$ cat config.mk
export PLATFORM = sky130hd
export DESIGN_NAME = hysteresis_direction_detector_core_flat
export DESIGN_NICKNAME = d
export VERILOG_FILES = /design/src/hw/rtl/hdd_pkg.sv /design/src/hw/rtl/hdd_if.sv /design/src/hw/rtl/hysteresis_direction_detector_core.sv /design/src/flat_wrapper.sv
export VERILOG_INCLUDE_DIRS = /design/src /design/src/hw/rtl
export SDC_FILE = /design/constraint.sdc
export NUM_CORES = 1
export LEC_CHECK = 0
export BUFFER_PORTS_ARGS = -buffer_cell sky130_fd_sc_hd__buf_2
export CAP_MARGIN = 20
export CORE_MARGIN = 2
export CORE_UTILIZATION = 60
export DETAILED_ROUTE_END_ITERATION = 16
export MAX_ROUTING_LAYER = met4
export PLACE_DENSITY = 0.86
export SYNTH_ARGS = -nofsm -noshare
export SYNTH_HDL_FRONTEND = slang
export SYNTH_SLANG_ARGS = --single-unit
$ cat constraint.sdc
create_clock -name clk -period 10.8 [get_ports clk]
set_input_delay 2.16 -clock clk [delete_from_list [all_inputs] [get_ports clk]]
set_output_delay 2.16 -clock clk [all_outputs]
set_load 0.01 [all_outputs]
$ cat src/hw/rtl/hysteresis_direction_detector_core_assert.svh
// assertion macros for the hysteresis direction detector
// expects signals named clk and rst_n in the scope of each use
`ifndef HYSTERESIS_DIRECTION_DETECTOR_CORE_ASSERT_SVH
`define HYSTERESIS_DIRECTION_DETECTOR_CORE_ASSERT_SVH

`ifndef ASSERT_OFF
`define HDD_ASSERT(lbl, prop) \
  lbl: assert property (@(posedge clk) disable iff (!rst_n) prop) \
    else $error("hdd assertion failed");
`define HDD_ASSERT_NEVER(lbl, cond) \
  lbl: assert property (@(posedge clk) disable iff (!rst_n) !(cond)) \
    else $error("hdd forbidden condition seen");
`else
`define HDD_ASSERT(lbl, prop)
`define HDD_ASSERT_NEVER(lbl, cond)
`endif

`endif

$ cat src/hw/rtl/hdd_pkg.sv
// shared types, codes and transition tables of the hysteresis direction detector
// no dependencies
package hdd_pkg;

  localparam int DEF_SAMPLE_WIDTH = 16;
  localparam int THR_W            = 15;
  localparam int EV_W             = 2;
  localparam int ST_W             = 4;
  localparam int DIR_W            = 2;

  localparam logic [THR_W-1:0] THR_RESET = 15'd100;

  // level classification
  localparam logic [EV_W-1:0] EV_UP   = 2'd0;
  localparam logic [EV_W-1:0] EV_MID  = 2'd1;
  localparam logic [EV_W-1:0] EV_DOWN = 2'd2;

  // history states, named previous level -> current level
  localparam logic [ST_W-1:0] ST_UNDEF_UP  = 4'd0;
  localparam logic [ST_W-1:0] ST_MID_UP    = 4'd1;
  localparam logic [ST_W-1:0] ST_DOWN_UP   = 4'd2;
  localparam logic [ST_W-1:0] ST_UNDEF_MID = 4'd3;
  localparam logic [ST_W-1:0] ST_UP_MID    = 4'd4;
  localparam logic [ST_W-1:0] ST_DOWN_MID  = 4'd5;
  localparam logic [ST_W-1:0] ST_UNDEF_DN  = 4'd6;
  localparam logic [ST_W-1:0] ST_UP_DN     = 4'd7;
  localparam logic [ST_W-1:0] ST_MID_DN    = 4'd8;
  localparam logic [ST_W-1:0] ST_UNDEF     = 4'd9;

  localparam logic [1:0] ACT_NONE = 2'd0;
  localparam logic [1:0] ACT_UP   = 2'd1;
  localparam logic [1:0] ACT_DOWN = 2'd2;

  localparam logic signed [DIR_W-1:0] DIR_UP   = 2'sb01;
  localparam logic signed [DIR_W-1:0] DIR_DOWN = 2'sb11;
  localparam logic signed [DIR_W-1:0] DIR_NONE = 2'sb00;

  typedef logic [EV_W-1:0] event_t;
  typedef logic [ST_W-1:0] hstate_t;

  function automatic hstate_t next_state(input event_t ev, input hstate_t st);
    hstate_t ns;
    ns = ST_UNDEF;
    case (ev)
      EV_UP: begin
        case (st)
          ST_UNDEF_UP, ST_MID_UP, ST_DOWN_UP:    ns = st;
          ST_UNDEF_MID, ST_UP_MID, ST_DOWN_MID:  ns = ST_MID_UP;
          ST_UNDEF_DN, ST_UP_DN, ST_MID_DN:      ns = ST_DOWN_UP;
          default:                               ns = ST_UNDEF_UP;
        endcase
      end
      EV_MID: begin
        case (st)
          ST_UNDEF_UP, ST_MID_UP, ST_DOWN_UP:    ns = ST_UP_MID;
          ST_UNDEF_MID, ST_UP_MID, ST_DOWN_MID:  ns = st;
          ST_UNDEF_DN, ST_UP_DN, ST_MID_DN:      ns = ST_DOWN_MID;
          default:                               ns = ST_UNDEF_MID;
        endcase
      end
      EV_DOWN: begin
        case (st)
          ST_UNDEF_UP, ST_MID_UP, ST_DOWN_UP:    ns = ST_UP_DN;
          ST_UNDEF_MID, ST_UP_MID, ST_DOWN_MID:  ns = ST_MID_DN;
          ST_UNDEF_DN, ST_UP_DN, ST_MID_DN:      ns = st;
          default:                               ns = ST_UNDEF_DN;
        endcase
      end
      default: ns = ST_UNDEF;
    endcase
    return ns;
  endfunction

  // action depends on the event and the state before the transition
  function automatic logic [1:0] action_of(input event_t ev, input hstate_t st);
    logic [1:0] act;
    act = ACT_NONE;
    case (ev)
      EV_UP: begin
        case (st)
          ST_DOWN_MID, ST_UNDEF_DN, ST_UP_DN, ST_MID_DN: act = ACT_UP;
          default:                                       act = ACT_NONE;
        endcase
      end
      EV_DOWN: begin
        case (st)
          ST_UNDEF_UP, ST_MID_UP, ST_DOWN_UP, ST_UP_MID: act = ACT_DOWN;
          default:                                       act = ACT_NONE;
        endcase
      end
      default: act = ACT_NONE;
    endcase
    return act;
  endfunction

endpackage

$ cat src/hw/rtl/hdd_if.sv
// valid/ready channel interfaces for sample and result transactions
// depends on hdd_pkg
interface hdd_in_if #(
  parameter int SAMPLE_WIDTH = hdd_pkg::DEF_SAMPLE_WIDTH
);
  logic                           valid;
  logic                           ready;
  logic signed [SAMPLE_WIDTH-1:0] rssi_diff;

  modport source (output valid, output rssi_diff, input ready);
  modport sink   (input valid, input rssi_diff, output ready);
endinterface

interface hdd_out_if;
  logic                                    valid;
  logic                                    ready;
  logic        [hdd_pkg::EV_W-1:0]         level_event;
  logic        [hdd_pkg::ST_W-1:0]         history_state;
  logic signed [hdd_pkg::DIR_W-1:0]        direction;
  logic                                    crossed_ever;
  logic                                    crossed_now;

  modport source (output valid, output level_event, output history_state,
                  output direction, output crossed_ever, output crossed_now,
                  input ready);
  modport sink   (input valid, input level_event, input history_state,
                  input direction, input crossed_ever, input crossed_now,
                  output ready);
endinterface

$ cat src/hw/rtl/hysteresis_direction_detector_core.sv
// hysteresis direction detector: schmitt classification with level history
// depends on hdd_pkg, hdd_if.sv and hysteresis_direction_detector_core_assert.svh
//
//  channel | dir | payload                                   | handshake
//  in_if   | in  | rssi_diff                                 | valid/ready
//  out_if  | out | level_event history_state direction       | valid/ready
//          |     | crossed_ever crossed_now                  |
//  cfg     | in  | cfg_wdata (threshold)                     | cfg_we, no wait
//
// one sample per cycle sustained while out_if.ready holds; each sample passes
// the sample register, then classification and lookup into the result register
// synchronous active-low reset clears valids, history (undefined), direction, flags
// and sets threshold to its default
// a stalled result holds both stages; the sample register still fills while empty
`include "hysteresis_direction_detector_core_assert.svh"

module hysteresis_direction_detector_core #(
  parameter int SAMPLE_WIDTH = hdd_pkg::DEF_SAMPLE_WIDTH
) (
  input  logic                       clk,
  input  logic                       rst_n,
  hdd_in_if.sink                     in_if,
  hdd_out_if.source                  out_if,
  input  logic                       cfg_we,
  input  logic [hdd_pkg::THR_W-1:0]  cfg_wdata
);
  import hdd_pkg::*;

  localparam int CMP_W = ((SAMPLE_WIDTH > THR_W) ? SAMPLE_WIDTH : THR_W) + 2;

  logic [THR_W-1:0]               threshold_r;

  // sample stage
  logic                           s0_valid_r;
  logic signed [SAMPLE_WIDTH-1:0] s0_sample_r;

  // history state
  hstate_t                        hist_r;
  logic signed [DIR_W-1:0]        dir_r;
  logic                           seen_r;

  // result stage
  logic                           out_valid_r;
  event_t                         out_ev_r;
  hstate_t                        out_st_r;
  logic signed [DIR_W-1:0]        out_dir_r;
  logic                           out_seen_r;
  logic                           out_now_r;

  logic                           advance;
  logic signed [CMP_W-1:0]        x_ext;
  logic signed [CMP_W-1:0]        t_pos;
  logic signed [CMP_W-1:0]        t_neg;
  event_t                         ev;
  logic [1:0]                     act;
  hstate_t                        hist_nxt;
  logic signed [DIR_W-1:0]        dir_nxt;
  logic                           seen_nxt;
  logic                           now_nxt;

  assign advance     = !out_valid_r || out_if.ready;
  assign in_if.ready = !s0_valid_r || advance;

  always_comb begin
    x_ext = {{(CMP_W-SAMPLE_WIDTH){s0_sample_r[SAMPLE_WIDTH-1]}}, s0_sample_r};
    t_pos = {{(CMP_W-THR_W){1'b0}}, threshold_r};
    t_neg = -t_pos;
    if (x_ext > t_pos) begin
      ev = EV_UP;
    end else if (x_ext < t_neg) begin
      ev = EV_DOWN;
    end else begin
      ev = EV_MID;
    end
    act      = action_of(ev, hist_r);
    hist_nxt = next_state(ev, hist_r);
    dir_nxt  = dir_r;
    seen_nxt = seen_r;
    now_nxt  = 1'b0;
    case (act)
      ACT_UP: begin
        dir_nxt  = DIR_UP;
        seen_nxt = 1'b1;
        now_nxt  = 1'b1;
      end
      ACT_DOWN: begin
        dir_nxt  = DIR_DOWN;
        seen_nxt = 1'b1;
        now_nxt  = 1'b1;
      end
      default: begin
        dir_nxt  = dir_r;
        seen_nxt = seen_r;
        now_nxt  = 1'b0;
      end
    endcase
  end

  always_ff @(posedge clk) begin
    if (!rst_n) begin
      threshold_r <= THR_RESET;
    end else if (cfg_we) begin
      threshold_r <= cfg_wdata;
    end
  end

  always_ff @(posedge clk) begin
    if (!rst_n) begin
      s0_valid_r <= 1'b0;
    end else if (in_if.ready) begin
      s0_valid_r <= in_if.valid;
    end
  end

  always_ff @(posedge clk) begin
    if (in_if.valid && in_if.ready) begin
      s0_sample_r <= in_if.rssi_diff;
    end
  end

  always_ff @(posedge clk) begin
    if (!rst_n) begin
      out_valid_r <= 1'b0;
      hist_r      <= ST_UNDEF;
      dir_r       <= DIR_NONE;
      seen_r      <= 1'b0;
    end else if (advance) begin
      out_valid_r <= s0_valid_r;
      if (s0_valid_r) begin
        hist_r <= hist_nxt;
        dir_r  <= dir_nxt;
        seen_r <= seen_nxt;
      end
    end
  end

  always_ff @(posedge clk) begin
    if (advance && s0_valid_r) begin
      out_ev_r   <= ev;
      out_st_r   <= hist_nxt;
      out_dir_r  <= dir_nxt;
      out_seen_r <= seen_nxt;
      out_now_r  <= now_nxt;
    end
  end

  assign out_if.valid         = out_valid_r;
  assign out_if.level_event   = out_ev_r;
  assign out_if.history_state = out_st_r;
  assign out_if.direction     = out_dir_r;
  assign out_if.crossed_ever  = out_seen_r;
  assign out_if.crossed_now   = out_now_r;

  // crossing flag is sticky and agrees with a known direction
  `HDD_ASSERT(a_seen_sticky, seen_r |=> seen_r)
  `HDD_ASSERT(a_dir_matches_seen, (dir_r != DIR_NONE) == seen_r)
  `HDD_ASSERT_NEVER(a_hist_range, hist_r > ST_UNDEF)
  `HDD_ASSERT(a_now_implies_ever, (out_valid_r && out_now_r) |-> out_seen_r)
  `HDD_ASSERT(a_hist_follows_result,
              (advance && s0_valid_r) |=> (hist_r == out_st_r))

endmodule

$ cat src/flat_wrapper.sv
// flat-port wrapper written by rule: the top's interface ports become plain ports
module hysteresis_direction_detector_core_flat import hdd_pkg::*;
#(
  parameter int SAMPLE_WIDTH = hdd_pkg::DEF_SAMPLE_WIDTH
)
  (clk, rst_n, cfg_we, cfg_wdata, in_if_valid, in_if_rssi_diff, in_if_ready, out_if_valid, out_if_level_event, out_if_history_state, out_if_direction, out_if_crossed_ever, out_if_crossed_now, out_if_ready);
  hdd_in_if #(.SAMPLE_WIDTH(SAMPLE_WIDTH)) in_if_i ();
  hdd_out_if out_if_i ();
  input  logic clk;
  input  logic rst_n;
  input  logic cfg_we;
  input  logic [hdd_pkg::THR_W-1:0] cfg_wdata;
  input wire logic [$bits(in_if_i.valid)-1:0] in_if_valid;
  input wire logic [$bits(in_if_i.rssi_diff)-1:0] in_if_rssi_diff;
  output wire logic [$bits(in_if_i.ready)-1:0] in_if_ready;
  output wire logic [$bits(out_if_i.valid)-1:0] out_if_valid;
  output wire logic [$bits(out_if_i.level_event)-1:0] out_if_level_event;
  output wire logic [$bits(out_if_i.history_state)-1:0] out_if_history_state;
  output wire logic [$bits(out_if_i.direction)-1:0] out_if_direction;
  output wire logic [$bits(out_if_i.crossed_ever)-1:0] out_if_crossed_ever;
  output wire logic [$bits(out_if_i.crossed_now)-1:0] out_if_crossed_now;
  input wire logic [$bits(out_if_i.ready)-1:0] out_if_ready;
  assign in_if_i.valid = in_if_valid;
  assign in_if_i.rssi_diff = in_if_rssi_diff;
  assign in_if_ready = in_if_i.ready;
  assign out_if_valid = out_if_i.valid;
  assign out_if_level_event = out_if_i.level_event;
  assign out_if_history_state = out_if_i.history_state;
  assign out_if_direction = out_if_i.direction;
  assign out_if_crossed_ever = out_if_i.crossed_ever;
  assign out_if_crossed_now = out_if_i.crossed_now;
  assign out_if_i.ready = out_if_ready;
  hysteresis_direction_detector_core #(.SAMPLE_WIDTH(SAMPLE_WIDTH)) u_core (.clk(clk), .rst_n(rst_n), .in_if(in_if_i), .out_if(out_if_i), .cfg_we(cfg_we), .cfg_wdata(cfg_wdata));
endmodule
==> results.py <==
metrics = {
    "sta": {
        "fin_skew_ns": 0.0103,
        "maxSlewHeadroom_pct": 45.0,
        "worstMarginPinSlew_ns": 0.820,
        "finalCritPeriodShare_pct": 44.8,
        "min_period_ns": 4.84,
        "max_freq_ghz": 0.207,
        "setup_viol": 0,
        "rsz0062_at_grt": "no",
        "hold_viol_final": 0,
        "tns_ns": 0,
        "timing.final.max_slew_violations": 0,
    },
    "floorplan": {
        "core_um2": 5040,
        "die_x_um": 75.7,
        "die-area_um2": 5740,
        "initial_core_util_pct": 61.2,
        "die_height_um": 75.7,
        "io_pins": 48,
        "row_count": 26,
    },
    "clock_tree": {
        "cts_tree": "done",
        "cts_resized": 0,
        "holdBufCountCts": 0,
        "ctsRootBufferMaster": "clkbuf_8",
        "clk_path_buf_depth": 2,
        "post-cts-setup-buffers": 0,
        "numClockSinks": 50,
        "htreeDepth": 2,
        "cts_inserted_buffers": 5,
        "path_clk_slew_ns": 0.08,
        "insertion_delay_ns": 0.30,
    },
    "critical_path": {
        "crit_path_end_kind": "output port",
        "path_max_fanout": 4,
        "r2r_slack_ns": 6.68,
        "crit_family": "simple AND/OR/NAND/NOR gates",
        "crit_path_max_incr_delay_ns": 0.19,
        "crit_path_start_kind": "input pin",
        "crit_required_ns": 8.64,
        "worstPathArrival_ns": 2.68,
        "path_buf_inv": 2,
        "path_common_cell": "buf_2",
        "reg2reg_from": "u_core.threshold_r[2]$_SDFFE_PN1P_",
        "crit_chain": "buf_2 -> nor2b_1 -> nand2_1 -> buf_2",
        "worstSetupPathType": "input pin to output port",
        "rr_worst_depth": 18,
        "r2r-end": "u_core.dir_r[1]$_SDFFE_PN0P_",
        "slowest_stage": "nor2b_1",
    },
    "synthesis": {
        "synthTopCellsByCount": "ha_1, edfxtp_1, inv_1",
        "ys_seq_area_share_pct": 40.8,
        "synth_area_um2": 3090,
        "syn-mean-instance-area_um2": 9.99,
        "synth_area_leader_cell": "edfxtp_1",
        "synthArstFlopShare_pct": 0,
        "synth_most_common_cell": "ha_1",
        "syn_inst": 309,
        "yosys_warnings": 0,
        "syn_nets": 379,
        "synth_edf_count": 26,
        "ys_ff_latch": 50,
        "yosys-top-cells-area": "edfxtp_1, dfxtp_1, ha_1",
        "yosysUniqueCellTypes": 54,
        "synth_top_cell_area_share_pct": 25.3,
        "ys.flop_type": "edfxtp_1",
    },
    "pwr": {
        "clkPwrFrac_pct": 25.2,
        "p_seq_share_pct": 54.3,
        "power.total_uw": 413,
        "combPwrFrac_pct": 20.5,
        "ir_drop_uv": 91.1,
        "p_leak_uw": 0.00149,
        "p_switching_uw": 117,
        "p_int_uw": 297,
        "p_sw_share_pct": 28.3,
        "p_per_area_nw_per_um2": 121,
    },
    "global_route": {
        "grt_max_degree": 26,
        "antenna_found_initial": 0,
        "grt_util_all_layers_pct": 22.4,
        "grt_overflow": 0,
        "grt_pass1_vias": 2155,
        "grt_pass1_wl_um": 9560,
    },
    "detailed_routing": {
        "via_per_inst": 5.61,
        "drcViolationCount": 0,
        "drt_iter0_drc": 153,
        "wl_um": 5770,
        "dr_total_vias": 2372,
        "firstDrtPassIters": 4,
        "routedWlPerCell_um": 13.6,
        "antenna_left": 0,
    },
    "hold_path": {
        "hp-start": "u_core.dir_r[0]$_SDFFE_PN0P_",
        "hp-class": "flop to flop",
        "min_path_cells": 1,
        "holdPathEnd": "u_core.dir_r[0]$_SDFFE_PN0P_",
    },
    "cells_and_area": {
        "area_delta_synth_final_pct": 10.7,
        "n_fill_cell": 401,
        "nets": 422,
        "multi_input_area_um2": 1650,
        "seq_area_um2": 1260,
        "n_antenna_cell": 0,
        "drive_gt1_share_pct": 19.8,
    },
    "placement": {
        "dp_hpwl_um": 4430,
        "gp_congestion": 0.896,
        "port_buffers": 47,
    },
    "run": {
        "cap_violations": 0,
    },
    "outcome": {
        "status": "finished, final reports clean",
    },
}
-- registers in the layout, indices dropped and copies added, names as in the netlist --
signal / count
u_core.s0_valid_r: 1
u_core.out_if.history_state: 4
u_core.hist_r: 4
u_core.out_if.valid: 1
u_core.dir_r: 2
u_core.s0_sample_r: 16
u_core.seen_r: 1
u_core.out_if.crossed_now: 1
u_core.out_if.level_event: 2
u_core.out_if.direction: 2
u_core.threshold_r: 15
u_core.out_if.crossed_ever: 1
-- cell families after synthesis --
group,Yosys count,share of synthesized area [%]
simple gates,103,17.6
compound gates,58,13.9
flops,50,40.8
buf+inv,37,5.59
fa+ha+maj,34,13.8
mux,15,4.94
xor+xnor,12,3.40
-- how the worst max path moves through the flow --
| stage | from | to | cells after the start | slack (ns) |
|---|---|---|---|---|
| CTS | out_if_ready | in_if_ready | 4 | 5.96 |
| floorplan | out_if_ready | in_if_ready | 2 | 6.18 |
| detailed placement | out_if_ready | in_if_ready | 4 | 5.96 |
| global placement | out_if_ready | in_if_ready | 4 | 5.98 |
| global route | out_if_ready | in_if_ready | 4 | 5.86 |
| finish | out_if_ready | in_if_ready | 4 | 5.96 |
-- routing by layer --
layer / track usage [%] / up-vias / part of all wire (%)
met5: - / - / 0
met2: 35.7 / 53 / 48
met4: 6.43 / 0 / 1.3
met3: 4.10 / 7 / 3.8
li1: - / 1210 / -
met1: 29.3 / 1102 / 47
-- stage by stage --
stage	hold slack (ns)	utilization [%]	setup slack, ns	std cells	cell area (um^2)
after floorplan	0.432	-	6.18	309	3090
after global placement	0.446	66.2	5.98	415	3340
after detailed placement	0.454	66.2	5.96	415	3340
after CTS	0.473	67.8	5.96	423	3420
after global routing	0.492	67.8	5.86	423	3420
final	0.470	67.8	5.96	423	3420
-- area by class of cell --
type	instances	share of cell area [%]
well taps	70	2.56
clock buffers	6	2.12
inverters	26	2.89
repair buffers	47	6.88
clock inverters	2	0.293
multi-input cells	222	48.4
flip-flops and latches	50	36.9
-- power groups by stage --
stage                     Sequential, uW  Combinational [uW]  Clock, uW
after floorplan                      225                65.8          0
after global placement               228                80.1          0
after detailed placement             229                84.0          0
after CTS                            224                84.8        107
after global routing                 226                96.9        114
final                                224                84.8        104
-- cells in the final DEF, fill, tap and decap left out, types with 2 or more instances in the layout --
| cell type | Yosys | final |
|---|---|---|
| a211oi_1 | 4 | 4 |
| a21boi_0 | 3 | 3 |
| a21o_1 | 2 | 2 |
| a21oi_1 | 12 | 12 |
| a31oi_1 | 4 | 4 |
| buf_2 | 3 | 47 |
| clkbuf_8 | 1 | 5 |
| clkinv_2 | 1 | 3 |
| dfxtp_1 | 24 | 24 |
| edfxtp_1 | 26 | 26 |
| ha_1 | 34 | 34 |
| inv_1 | 25 | 25 |
| mux2_2 | 2 | 2 |
| mux2i_1 | 13 | 13 |
| nand2_1 | 19 | 19 |
| nand2b_1 | 4 | 4 |
| nand3_1 | 12 | 12 |
| nand4_1 | 10 | 10 |
| nor2_1 | 19 | 19 |
| nor2b_1 | 17 | 17 |
| nor3_1 | 6 | 6 |
| nor4_1 | 6 | 6 |
| o211ai_1 | 5 | 5 |
| o21a_1 | 4 | 4 |
| o21ai_0 | 8 | 8 |
| o31ai_1 | 2 | 2 |
| o41ai_2 | 2 | 2 |
| or3_1 | 2 | 2 |
| xnor2_1 | 11 | 11 |
Power figures use the tool's default switching activity.
